**src/rtl/picsf_pkg.sv**
```systemverilog
// ----------------------------------------------------------------------------
// Point-in-cylinder segment filter: shared definitions
// Field widths, stream packing offsets, register indexes and the command
// struct that passes from the controller to the datapath.
// ----------------------------------------------------------------------------
package picsf_pkg;

    // Table size and coordinate width.
    localparam int MAX_SEGMENTS  = 8;
    localparam int COORD_WIDTH   = 24;

    // Fixed field widths.
    localparam int DIR_WIDTH     = 18;
    localparam int DIR_FRAC      = 16;
    localparam int LEN_WIDTH     = 23;
    localparam int RAD_WIDTH     = 32;
    localparam int IDX_WIDTH     = 3;
    localparam int NUM_SEG_WIDTH = 4;

    // Squared distances are compared with 32 extra fraction bits.
    localparam int DIST_SHIFT    = 32;

    localparam int SEG_IDX_W = (MAX_SEGMENTS > 1) ? $clog2(MAX_SEGMENTS) : 1;
    localparam int SEG_CNT_W = $clog2(MAX_SEGMENTS + 1);

    // Length of the drain wait after the last issue, until the hit flag is final.
    localparam int PIPE_DRAIN  = 6;
    localparam int DRAIN_CNT_W = $clog2(PIPE_DRAIN);

    // Request kinds carried in s_tuser.
    localparam logic REQ_LOAD  = 1'b0;
    localparam logic REQ_POINT = 1'b1;

    // Configuration port.
    localparam int CFG_ADDR_W = 1;
    localparam int CFG_DATA_W = NUM_SEG_WIDTH;
    localparam logic [CFG_ADDR_W-1:0] CFG_REG_ENABLED      = 1'b0;
    localparam logic [CFG_ADDR_W-1:0] CFG_REG_NUM_SEGMENTS = 1'b1;

    // Input tdata packing, lowest field first.
    localparam int OFS_SEG_INDEX = 0;
    localparam int OFS_X         = OFS_SEG_INDEX + IDX_WIDTH;
    localparam int OFS_Y         = OFS_X + COORD_WIDTH;
    localparam int OFS_Z         = OFS_Y + COORD_WIDTH;
    localparam int OFS_DIR_X     = OFS_Z + COORD_WIDTH;
    localparam int OFS_DIR_Y     = OFS_DIR_X + DIR_WIDTH;
    localparam int OFS_DIR_Z     = OFS_DIR_Y + DIR_WIDTH;
    localparam int OFS_LEN       = OFS_DIR_Z + DIR_WIDTH;
    localparam int OFS_RAD       = OFS_LEN + LEN_WIDTH;
    localparam int S_FIELDS_W    = OFS_RAD + RAD_WIDTH;
    localparam int S_TDATA_W     = ((S_FIELDS_W + 7) / 8) * 8;

    // Output tdata packing: point x, y, z.
    localparam int M_FIELDS_W    = 3 * COORD_WIDTH;
    localparam int M_TDATA_W     = ((M_FIELDS_W + 7) / 8) * 8;

    typedef struct packed {
        logic [RAD_WIDTH-1:0]   sq_rad;
        logic [LEN_WIDTH-1:0]   len;
        logic [DIR_WIDTH-1:0]   dir_z;
        logic [DIR_WIDTH-1:0]   dir_y;
        logic [DIR_WIDTH-1:0]   dir_x;
        logic [COORD_WIDTH-1:0] base_z;
        logic [COORD_WIDTH-1:0] base_y;
        logic [COORD_WIDTH-1:0] base_x;
    } seg_entry_t;

    typedef struct packed {
        logic                 start;
        logic                 load_seg;
        logic                 issue;
        logic [SEG_IDX_W-1:0] issue_idx;
        logic                 out_load;
    } dp_cmd_t;

endpackage

```
**src/rtl/picsf_ctrl.sv**
```systemverilog
// ----------------------------------------------------------------------------
// Point-in-cylinder segment filter: controller
// Holds the configuration registers, sequences segment reads into the
// datapath pipeline and owns the input and output handshakes.
// ----------------------------------------------------------------------------
module picsf_ctrl
    import picsf_pkg::*;
(
    input  logic                  aclk,
    input  logic                  aresetn,
    input  logic                  s_tvalid,
    output logic                  s_tready,
    input  logic                  s_req_type,
    input  logic                  cfg_wr_en,
    input  logic [CFG_ADDR_W-1:0] cfg_addr,
    input  logic [CFG_DATA_W-1:0] cfg_wdata,
    output logic                  m_tvalid,
    input  logic                  m_tready,
    output dp_cmd_t               cmd
);

    localparam logic [1:0] ST_IDLE  = 2'd0;
    localparam logic [1:0] ST_ISSUE = 2'd1;
    localparam logic [1:0] ST_DRAIN = 2'd2;
    localparam logic [1:0] ST_DONE  = 2'd3;

    localparam logic [DRAIN_CNT_W-1:0] DRAIN_LAST = DRAIN_CNT_W'(PIPE_DRAIN - 1);

    logic [1:0]               state_reg, state_next;
    logic [SEG_CNT_W-1:0]     seg_cnt_reg, seg_cnt_next;
    logic [DRAIN_CNT_W-1:0]   drain_cnt_reg, drain_cnt_next;
    logic                     enabled_reg, enabled_next;
    logic [NUM_SEG_WIDTH-1:0] num_seg_reg, num_seg_next;
    logic                     m_tvalid_reg, m_tvalid_next;
    logic [SEG_CNT_W-1:0]     n_eff;
    logic                     s_accept;

    assign s_tready   = (state_reg == ST_IDLE);
    assign s_accept   = s_tvalid && s_tready;
    assign m_tvalid   = m_tvalid_reg;

    // Counts above the table size test the whole table.
    always_comb begin
        if (int'(num_seg_reg) > MAX_SEGMENTS) begin
            n_eff = SEG_CNT_W'(MAX_SEGMENTS);
        end else begin
            n_eff = SEG_CNT_W'(num_seg_reg);
        end
    end

    always_comb begin
        state_next     = state_reg;
        seg_cnt_next   = seg_cnt_reg;
        drain_cnt_next = drain_cnt_reg;
        enabled_next   = enabled_reg;
        num_seg_next   = num_seg_reg;
        cmd            = '0;

        if (cfg_wr_en) begin
            unique case (cfg_addr)
                CFG_REG_ENABLED:      enabled_next = cfg_wdata[0];
                CFG_REG_NUM_SEGMENTS: num_seg_next = cfg_wdata[NUM_SEG_WIDTH-1:0];
            endcase
        end

        unique case (state_reg)
            ST_IDLE: begin
                if (s_accept) begin
                    if (s_req_type == REQ_POINT) begin
                        cmd.start = 1'b1;
                        if (enabled_reg && (n_eff != '0)) begin
                            state_next   = ST_ISSUE;
                            seg_cnt_next = '0;
                        end else begin
                            state_next = ST_DONE;
                        end
                    end else begin
                        cmd.load_seg = 1'b1;
                    end
                end
            end
            ST_ISSUE: begin
                cmd.issue     = 1'b1;
                cmd.issue_idx = seg_cnt_reg[SEG_IDX_W-1:0];
                if (seg_cnt_reg == (n_eff - SEG_CNT_W'(1))) begin
                    state_next     = ST_DRAIN;
                    drain_cnt_next = '0;
                end else begin
                    seg_cnt_next = seg_cnt_reg + SEG_CNT_W'(1);
                end
            end
            ST_DRAIN: begin
                if (drain_cnt_reg == DRAIN_LAST) begin
                    state_next = ST_DONE;
                end else begin
                    drain_cnt_next = drain_cnt_reg + DRAIN_CNT_W'(1);
                end
            end
            ST_DONE: begin
                // Wait until the output register is empty or being emptied.
                if (!m_tvalid_reg || m_tready) begin
                    cmd.out_load = 1'b1;
                    state_next   = ST_IDLE;
                end
            end
        endcase
    end

    always_comb begin
        m_tvalid_next = m_tvalid_reg;
        if (cmd.out_load) begin
            m_tvalid_next = 1'b1;
        end else if (m_tready) begin
            m_tvalid_next = 1'b0;
        end
    end

    always_ff @(posedge aclk) begin
        if (!aresetn) begin
            state_reg     <= ST_IDLE;
            seg_cnt_reg   <= '0;
            drain_cnt_reg <= '0;
            enabled_reg   <= 1'b1;
            num_seg_reg   <= '0;
            m_tvalid_reg  <= 1'b0;
        end else begin
            state_reg     <= state_next;
            seg_cnt_reg   <= seg_cnt_next;
            drain_cnt_reg <= drain_cnt_next;
            enabled_reg   <= enabled_next;
            num_seg_reg   <= num_seg_next;
            m_tvalid_reg  <= m_tvalid_next;
        end
    end

endmodule

```
**config.mk**
```make
export PLATFORM = sky130hd
export DESIGN_NAME = picsf_ctrl
export DESIGN_NICKNAME = d
export VERILOG_FILES = /design/src/rtl/picsf_pkg.sv /design/src/rtl/picsf_ctrl.sv
export SDC_FILE = /design/constraint.sdc
export NUM_CORES = 1
export LEC_CHECK = 0
export BUFFER_PORTS_ARGS = -buffer_cell sky130_fd_sc_hd__buf_2
export CORE_ASPECT_RATIO = 0.7
export CORE_UTILIZATION = 53
export DETAILED_ROUTE_END_ITERATION = 8
export PLACE_DENSITY = 0.77
export SYNTH_ARGS = -nofsm -noshare
export SYNTH_HDL_FRONTEND = slang
export SYNTH_SLANG_ARGS = --single-unit
```
**constraint.sdc**
```tcl
create_clock -name aclk -period 2.6 [get_ports aclk]
set_input_delay 0 -clock aclk [delete_from_list [all_inputs] [get_ports aclk]]
set_output_delay 0 -clock aclk [all_outputs]
set_load 0.01 [all_outputs]
```
==> results of run 1 <==
final timing paths:
check | start | end | slack [ns] | cells after the start
min reg2reg | drain_cnt_reg[2]$_SDFFE_PN0P_ | drain_cnt_reg[2]$_SDFFE_PN0P_ | 0.48 | 2
max reg2reg | num_seg_reg[3]$_SDFFE_PN0P_ | seg_cnt_reg[0]$_SDFFE_PN0P_ | 0.29 | 7
max | num_seg_reg[3]$_SDFFE_PN0P_ | seg_cnt_reg[0]$_SDFFE_PN0P_ | 0.29 | 7
min | cfg_wr_en | num_seg_reg[3]$_SDFFE_PN0P_ | 0.02 | 3
layout make-up:
class | instances | area (sq um) | area share
Sequential cell | 15 | 300 | 0.255
Multi-Input combinational cell | 96 | 677 | 0.574
Timing Repair Buffer | 23 | 135 | 0.115
Inverter | 4 | 15.0 | 0.0127
Clock buffer | 4 | 26.3 | 0.0223
Tap cell | 21 | 26.3 | 0.0223
report_power, final:
| part | switching, mW | internal [mW] | leakage, nW | total [mW] |
|---|---|---|---|---|
| logic | 0.160 | 0.125 | 0.382 | 0.285 |
| registers | 0.0241 | 0.251 | 0.122 | 0.276 |
| clock network | 0.0795 | 0.0598 | 0.0150 | 0.139 |
layout by cell type, fill, tap and decap left out, drive strengths merged, types with 2 or more instances in the layout:
cell / n
buf: 19
and2: 3
dfxtp: 15
mux2i: 9
xnor2: 2
nor2: 2
o22ai: 2
a21boi: 6
nand2b: 10
nand2: 24
clkbuf: 4
ha: 8
o21a: 2
nor2b: 3
inv: 4
a21oi: 2
nand3: 7
dlygate4sd3: 4
nor4: 2
through the flow:
step | hold WS [ns] | total power [mW] | instances | cell area [sq um] | setup WS, ns
6_report | 0.0218 | 0.699 | 163 | 1180 | 0.287
5_1_grt | 0.0132 | 0.752 | 163 | 1180 | 0.0512
4_1_cts | 0.0109 | 0.704 | 163 | 1180 | 0.281
3_5_place_dp | 0.237 | 0.560 | 155 | 1110 | 0.306
3_3_place_gp | 0.236 | 0.549 | 155 | 1110 | 0.408
2_1_floorplan | 0.0475 | 0.487 | 119 | 1010 | 0.519
logic make-up after synthesis:
group                    Yosys count  share of synthesized area
XOR/XNOR                           3                     0.0260
flip-flops                        15                      0.297
AO/OA/AOI/OAI                     18                      0.152
AND/OR/NAND/NOR                   58                      0.303
multiplexers                       9                     0.0891
adder cells (fa/ha/maj)            8                     0.0990
buffers and inverters              8                     0.0334
routing by layer:
layer | part of all wire | vias up | track usage
met5 | 0 | - | 0
met3 | 0.050 | 4 | 0.0873
met2 | 0.45 | 26 | 0.396
met4 | 0.012 | 0 | 0.0897
li1 | - | 463 | -
met1 | 0.49 | 430 | 0.301
timing repair:
action                                  4_1_cts  5_1_grt
endpoints found under the setup margin        0        0
hold buffers                                  4        0
endpoints found under the hold margin         5        0
worst max-delay path: stages, from the launching register on:
cell      delay [ns]
dfxtp_1         0.37
nand2b_1        0.16
ha_1            0.31
xnor2_1         0.14
or3_4           0.39
nor4_1          0.52
a21boi_0        0.21
o22ai_1         0.15
==> metrics.txt, run 1 <==
maximum fanout encountered on the critical timing path 8; Final Net Count 162; Yosys top cell area share 0.297; via density per instance 5.66; number of antenna violations at the first check in global routing 0; leading post-synthesis cells by cell area dfxtp_1 (30%), ha_1 (9.9%), mux2i_1 (8.9%); antenna diode count 0; remaining number of nets flagged by the antenna check after routing 0; number of flip-flops and latches in the synthesized netlist 15; number of post-CTS setup repair buffers 0; async set or reset register ratio after synthesis 0; effective utilization at floorplan 0.601; via count of the first global-routing pass 790; cell type contributing the most total cell area after synthesis dfxtp_1; RSZ-0062 raised after global routing false; die boundary width 54.2 um; clock-pin transition on the worst setup and hold timing paths 0.10 ns; Top Ports 20; total number of clock tree sinks 15; Maximum Capacitance Violations 0; maximum number of pins on one net before global-route repair 19; most frequently used cell type in the post-synthesis netlist nand2_1; critical path type flip-flop to flip-flop; Worst EP required 2.83 ns; VDD IR max 0.416 mV; power density of the placed cells 593 nW/um^2; root buf cell clkbuf_4; final setup TNS 0 ns; final wirelength 2110 um; Skew-Pair Late Insertion Delay 0.29 ns; placeable core region 1680 sq um; ys flop type dfxtp_1; Area growth, synth to finish 16.7%; outcome finished, final reports clean; count of cell types in the netlist 33; wire length of the first global-routing pass 3510 um; cts bufs inserted 3; yosys synthesis warning count 0; synthesized area per cell 8.50 sq um; Post-Synthesis Net Count 138; Worst Path Arrival 2.54 ns; share of post-route cells with drive strength above 1 0.190; part of the cycle the worst path needs 0.890; CTS max path bufs 2; total grt overflow 0; violation count after the first detailed-route iteration 31; DRC violation count after routing 0; Slew headroom 0.630; hold violation count in the final report 0; Slew Viols, Final 0; instance count of the mapped netlist 119; Port Buf Inserts 19; Core Rows 12; Worst setup EP type flip-flop; leakage power 0.519 nW; routed length per placed instance 12.9 um; highest clock frequency the design can meet 0.432 GHz; H-tree Lvls 1; vias post-DR 923; Worst Skew 0.0116 ns; Worst Setup Start Kind flip-flop; floorplan die area 2090 sq um; post-route minimum period 2.31 ns; Detailed Place HPWL 1640 um; FILL cells 133; total setup violations reported at the end of the flow 0; post-synthesis sequential area ratio 0.297; number of enable-type register cells in the synthesized netlist 0; post-layout utilization of the core 0.702; Worst Max-Slew Pin Slew 0.550 ns; global-route usage over all layers 0.247; Resized Gates After CTS 0; number of iterations in the first detailed-routing pass 4; Die Ht 38.5 um; CTS tree done; min-delay worst type input port to flip-flop; routability cong. 0.843; Synth top cells by count nand2_1 (22), dfxtp_1 (15), nand2b_1 (10); post-synth design cell area 1010 sq um
(Power assumes the default switching activity.)
==> run 2: changes to the inputs <==
Settings changed: CORE_ASPECT_RATIO 0.7 to unset, CORE_UTILIZATION 53 to 55, PLACE_DENSITY 0.77 to 0.8.
Clock period 2.6 ns to 2.8 ns, I/O delays scaled along.
==> run 2 against run 1 <==
Clock skew decreased by 0.0053 ns. Die area decreased by 3.6%. Critical endpoint is now seg_cnt_reg[1]$_SDFFE_PN0P_. First-iteration DRC count decreased by 48%. Final cell count increased by 2.5%. Register-to-register slack improved by 0.23 ns. Cell area increased by 0.42%. Largest cell class unchanged. Core utilization decreased by 1.5 points. Hold slack improved by 0.016 ns. Critical path depth unchanged. Critical path type unchanged.
==> metrics.txt, run 2 (same netlist as run 1, synthesis figures left out) <==
post-route minimum period 2.28 ns (-0.0338 ns); final wirelength 2010 um (-4.6%); Worst Max-Slew Pin Slew 0.570 ns (+0.0191 ns); Top Ports 20 (unchanged); Worst Setup Start Kind flip-flop; R2R Path End seg_cnt_reg[1]$_SDFFE_PN0P_; effective utilization at floorplan 0.586 (-0.0157); H-tree Lvls 1 (unchanged); violation count after the first detailed-route iteration 16 (-48%); routed length per placed instance 12.1 um (-6.9%); setup slack of the critical path after layout 0.521 ns (+0.234 ns); Port Buf Inserts 19 (unchanged); die boundary width 44.9 um (-17%); total grt overflow 0 (unchanged); wire length of the first global-routing pass 3270 um (-6.9%); number of post-CTS setup repair buffers 0 (unchanged); most frequent standard cell in the layout excluding fill and tap cells nand2_1; root buf cell clkbuf_4; VDD IR max 0.367 mV (-12%); Core Rows 15 (+3); RSZ-0062 raised after global routing false; final setup TNS 0 ns (unchanged); hold violation count in the final report 0 (unchanged); Area growth, synth to finish 17.2%; Detailed Place HPWL 1490 um (-9.2%); Die Ht 44.9 um (+16%); maximum number of pins on one net before global-route repair 19 (unchanged); leakage power 0.519 nW (unchanged); clock-pin transition on the worst setup and hold timing paths 0.09 ns (about the same); Worst setup EP type flip-flop; Slew headroom 0.617 (-0.0128); total number of clock tree sinks 15 (unchanged); vias post-DR 879 (-4.8%); post-layout utilization of the core 0.686 (-0.0154); R2R setup slack 0.52 ns (+0.23 ns); via count of the first global-routing pass 781 (-1.1%); placeable core region 1730 sq um (+2.7%); Maximum Capacitance Violations 0 (unchanged); CTS max path bufs 2 (unchanged); critical path, cell by cell nand2b_1 -> ha_1 -> xnor2_1 -> or3_4 -> nor4_1 -> a21boi_0 -> o22ai_1; Skew-Pair Late Insertion Delay 0.28 ns (about the same); floorplan die area 2010 sq um (-3.6%); DRC violation count after routing 0 (unchanged); Slew Viols, Final 0 (unchanged); launch instance of the worst min-delay path cfg_wr_en; global-route usage over all layers 0.225 (-0.0221); highest-count cells in the layout ignoring fill and taps nand2_1 (22), buf_2 (19), dfxtp_1 (15); maximum fanout encountered on the critical timing path 8 (unchanged); dpl ws 0.554 ns (+0.248 ns); cell depth of the worst min-delay path 3 (unchanged); terminating pin of the worst hold path num_seg_reg[1]$_SDFFE_PN0P_; via density per instance 5.26 (-7.0%); Worst Path Arrival 2.49 ns (-0.05 ns); highest clock frequency the design can meet 0.439 GHz (+1.5%); antenna diode count 0 (unchanged); total setup violations reported at the end of the flow 0 (unchanged); Resized Gates After CTS 0 (unchanged); power density of the placed cells 536 nW/um^2 (-9.6%); crit-path max cell delay 0.49 ns (-0.03 ns); CP max-delay cell nor4_1; number of iterations in the first detailed-routing pass 4 (unchanged); CTS tree done; number of antenna violations at the first check in global routing 0 (unchanged); number of cells traversed by the worst register-to-register path 7 (unchanged); Worst EP required 3.01 ns (+0.18 ns); critical path type flip-flop to flip-flop; Post-CTS Hold Fix Bufs 4 (unchanged); part of the cycle the worst path needs 0.814 (-0.0756); routability cong. 0.769 (-8.8%); cts bufs inserted 3 (unchanged); Worst Skew 0.00637 ns (-0.00527 ns); min-delay worst type input port to flip-flop; Final Net Count 162 (unchanged); outcome finished, final reports clean; remaining number of nets flagged by the antenna check after routing 0 (unchanged); share of post-route cells with drive strength above 1 0.190 (unchanged); reg2reg start num_seg_reg[3]$_SDFFE_PN0P_
==> run 2: cell counts in the layout (fill, tap and decap cells not counted) <==
No cell type changed its count.
==> run 2: through the flow <==
stage	hold WS (ns)	cell area [sq um]	power, mW	cells
floorplan	0.0475	1010	0.452	119
global placement	0.236	1120	0.506	159
detailed placement	0.244	1120	0.512	159
CTS	0.0289	1180	0.642	167
global route	0.0181	1180	0.684	167
finish	0.0373	1180	0.635	167
==> run 2: area by class of cell <==
cell class	count	area, sq um
Sequential cell	15	300
Tap cell	25	31.3
Fill cell	154	542
Clock buffer	4	26.3
Inverter	4	15.0
Multi-Input combinational cell	96	677
Timing Repair Buffer	23	135
==> run 2: metal layers <==
metal | global-route usage | share of wire | wire (um) | vias up
met5 | 0 | 0 | 0 | -
met4 | 0.109 | 0.0070 | 14 | 0
met3 | 0.0480 | 0.023 | 46 | 2
met2 | 0.388 | 0.50 | 1010 | 15
met1 | 0.262 | 0.47 | 937 | 398
li1 | - | - | - | 464
==> run 2: power by group <==
| part | switching, mW | internal (mW) |
|---|---|---|
| logic | 0.143 | 0.115 |
| clock network | 0.0681 | 0.0552 |
| registers | 0.0207 | 0.233 |
==> run 2: worst max-delay path: cells and delay by family (launching register included) <==
kind / cells / cell delay [ns]
and+or+nand+nor: 3 / 1.05
AOI/OAI and AO/OA: 2 / 0.37
DFF: 1 / 0.36
adders and majority gates: 1 / 0.30
xor gates and xnor gates: 1 / 0.14
==> run 2: worst max-delay path by stage <==
stage / start / end / slack (ns) / depth (start not counted)
floorplan: num_seg_reg[3]$_SDFFE_PN0P_ / drain_cnt_reg[2]$_SDFFE_PN0P_ / 0.72 / 7
global placement: num_seg_reg[3]$_SDFFE_PN0P_ / seg_cnt_reg[3]$_SDFFE_PN0P_ / 0.64 / 7
detailed placement: num_seg_reg[3]$_SDFFE_PN0P_ / seg_cnt_reg[1]$_SDFFE_PN0P_ / 0.55 / 7
CTS: num_seg_reg[3]$_SDFFE_PN0P_ / seg_cnt_reg[1]$_SDFFE_PN0P_ / 0.52 / 7
global route: num_seg_reg[3]$_SDFFE_PN0P_ / seg_cnt_reg[1]$_SDFFE_PN0P_ / 0.39 / 7
finish: num_seg_reg[3]$_SDFFE_PN0P_ / seg_cnt_reg[1]$_SDFFE_PN0P_ / 0.52 / 7
==> run 3: changes to the inputs <==
Settings changed: ABC_AREA set to 1, CORE_ASPECT_RATIO set to 0.7, CORE_UTILIZATION 55 to 53, PLACE_DENSITY 0.8 to 0.77.
Clock period 2.8 ns to 2.37 ns, I/O delays scaled along.
==> run 3 against run 2 <==
Global-route usage is 4.5 points higher. Core utilization rose by 5.0 points. Synthesized area down 0.62%. Die area increased by 3.1%. Highest routed layer unchanged.
==> metrics.txt, run 3 <==
Slew headroom 0.811 (+0.194); part of the cycle the worst path needs 0.798 (-0.0164); post-synth design cell area 1000 sq um (-0.62%); met1 usage in global routing 0.333 (+0.0703); cell type contributing the most total cell area after synthesis dfxtp_1; Final Net Count 196 (+21%); RSZ-0062 raised after global routing false; number of post-CTS setup repair buffers 0 (unchanged); Worst Setup Start Kind flip-flop; overall power 960 uW (+51%); number of standard cells in the layout, taps in and fillers out 197 (+18%); post-synthesis sequential area ratio 0.299 (+0.00185); floorplan die area 2080 sq um (+3.1%); worst-case hold slack 0.0935 ns (+0.0562 ns); Final Cell Area 1240 sq um (+4.5%); outcome finished, final reports clean; remaining number of nets flagged by the antenna check after routing 0 (unchanged); share of post-route cells with drive strength above 1 0.222 (+0.0315); FILL cells 135 (-12%); Die Ht 38.4 um (-14%); Post-Synthesis Net Count 164 (+19%); number of enable-type register cells in the synthesized netlist 0 (unchanged); Maximum Capacitance Violations 0 (unchanged); via density per instance 5.10 (-3.2%); Yosys top cell area share 0.299 (+0.00185); power density of the placed cells 775 nW/um^2 (+45%); instance count of the mapped netlist 145 (+22%); Core Rows 12 (-3); yosys synthesis warning count 0 (unchanged); number of flip-flops and latches in the synthesized netlist 15 (unchanged); DRC violation count after routing 0 (unchanged); launch instance of the worst min-delay path cfg_wr_en; Top Ports 20 (unchanged); H-tree Lvls 1 (unchanged); wire length of the first global-routing pass 3790 um (+16%); routability cong. 0.837 (+8.9%); Worst Max-Slew Pin Slew 0.284 ns (-0.286 ns); cts bufs inserted 3 (unchanged); highest-count cells in the layout ignoring fill and taps nand2_1 (32), buf_2 (19), inv_1 (16), a21oi_1 (16), dfxtp_1 (15); global-route usage over all layers 0.270 (+0.0451); async set or reset register ratio after synthesis 0 (unchanged); antenna diode count 0 (unchanged); Port Buf Inserts 19 (unchanged); routed length per placed instance 11.8 um (-2.2%); dpl ws 0.545 ns (-0.00969 ns); Area growth, synth to finish 23.3%; highest clock frequency the design can meet 0.529 GHz (+21%); number of antenna violations at the first check in global routing 0 (unchanged); Skew-Pair Late Insertion Delay 0.29 ns (about the same); violation count after the first detailed-route iteration 16 (unchanged); synthesized area per cell 6.93 sq um (-18%); Worst setup EP type flip-flop; post-layout utilization of the core 0.737 (+0.0504); Resized Gates After CTS 0 (unchanged); maximum fanout encountered on the critical timing path 8 (unchanged); vias post-DR 1004 (+14%); leading post-synthesis cells by cell area dfxtp_1 (30%), nand2_1 (12%), ha_1 (10%); Worst Skew 0.00804 ns (+0.00167 ns); Synth top cells by count nand2_1 (32), a21oi_1 (16), inv_1 (16); Slew Viols, Final 0 (unchanged); dpl cell area 1120 sq um (+0.22%); post-route minimum period 1.89 ns (-0.389 ns); worst setup path startpoint num_seg_reg[1]$_SDFFE_PN0P_; reg2reg start num_seg_reg[1]$_SDFFE_PN0P_; die boundary width 54.0 um (+20%); most frequently used cell type in the post-synthesis netlist nand2_1; number of iterations in the first detailed-routing pass 4 (unchanged); most used routing layer in global routing met2; sequential standard cell area 300 sq um (unchanged); number of placed instances with taps included 184 (+16%); CTS max path bufs 2 (unchanged); ys flop type dfxtp_1; VDD IR max 0.621 mV (+69%); met3 GRT Util 0.0833 (+0.0353); combined area of the multi-input logic cells 613 sq um (-9.4%); final wirelength 2320 um (+15%); hold violation count in the final report 0 (unchanged); Worst EP required 2.60 ns (-0.41 ns); maximum number of pins on one net before global-route repair 11 (-8); CTS tree done; critical path type flip-flop to flip-flop; Worst Path Arrival 2.12 ns (-0.37 ns); count of cell types in the netlist 27 (-18%); total setup violations reported at the end of the flow 0 (unchanged); total number of clock tree sinks 15 (unchanged); most frequent standard cell in the layout excluding fill and tap cells nand2_1; effective utilization at floorplan 0.597 (+0.0120); Post-CTS Hold Fix Bufs 9 (+5); final setup TNS 0 ns (unchanged); Detailed Place HPWL 1670 um (+12%); total grt overflow 0 (unchanged); met2 Usage GRT 0.457 (+0.0686); setup slack of the critical path after layout 0.480 ns (-0.0410 ns); leakage power 0.598 nW (+15%); root buf cell clkbuf_4; clock-pin transition on the worst setup and hold timing paths 0.10 ns (about the same); via count of the first global-routing pass 866 (+11%); min-delay worst type input port to flip-flop; placeable core region 1680 sq um (-2.6%)
==> run 3: cell types whose count changed after synthesis, sizes merged, moves of 9 or more <==
cell and delta:
inv +16, a21oi +14, nand2 +11, nor2 +14
mux2i -9, nand2b -10
==> run 3: power by group <==
part           switching [mW]  leakage, nW  internal (mW)  total (mW)
combinational           0.303        0.457          0.188       0.491
clock                  0.0879       0.0177         0.0629       0.151
sequential             0.0342        0.122          0.284       0.318
total                   0.425        0.598          0.535       0.960
==> run 3: final cells by class <==
class | instances | area share
timing repair buffer | 29 | 0.156
multi-input combinational | 107 | 0.495
clock buffer | 3 | 0.0182
tap | 21 | 0.0212
clock inverter | 1 | 0.00404
sequential | 15 | 0.242
inverter | 21 | 0.0636
==> run 3: kinds of logic after synthesis <==
logic type / count (synthesis) / synth area share
simple gates: 69 / 0.326
compound gates: 26 / 0.149
xor+xnor: 4 / 0.0349
flops: 15 / 0.299
buf+inv: 23 / 0.0909
fa+ha+maj: 8 / 0.0996
==> run 3: final timing paths <==
path                                                       to  slack, ns  cells after the start
worst max-delay path            drain_cnt_reg[1]$_SDFFE_PN0P_       0.48                     11
worst min-delay path              num_seg_reg[2]$_SDFFE_PN0P_       0.09                      3
worst max register to register  drain_cnt_reg[1]$_SDFFE_PN0P_       0.48                     11
worst min register to register    num_seg_reg[2]$_SDFFE_PN0P_       0.50                      2
==> run 3: critical path, stage by stage, from the launching register on <==
cell	delay, ns
dfxtp_1	0.37
nor3_1	0.23
o21ai_0	0.13
ha_1	0.30
xnor2_1	0.16
nor2_4	0.16
nand3_4	0.11
nand2_4	0.12
nand2_2	0.07
nand2_1	0.06
nand2_1	0.05
nor2_2	0.07
==> run 3: metal layers <==
metal	vias to the layer above	part of all wire
li1	535	-
met1	430	0.47
met2	34	0.46
met3	5	0.052
met4	0	0.015
met5	-	0
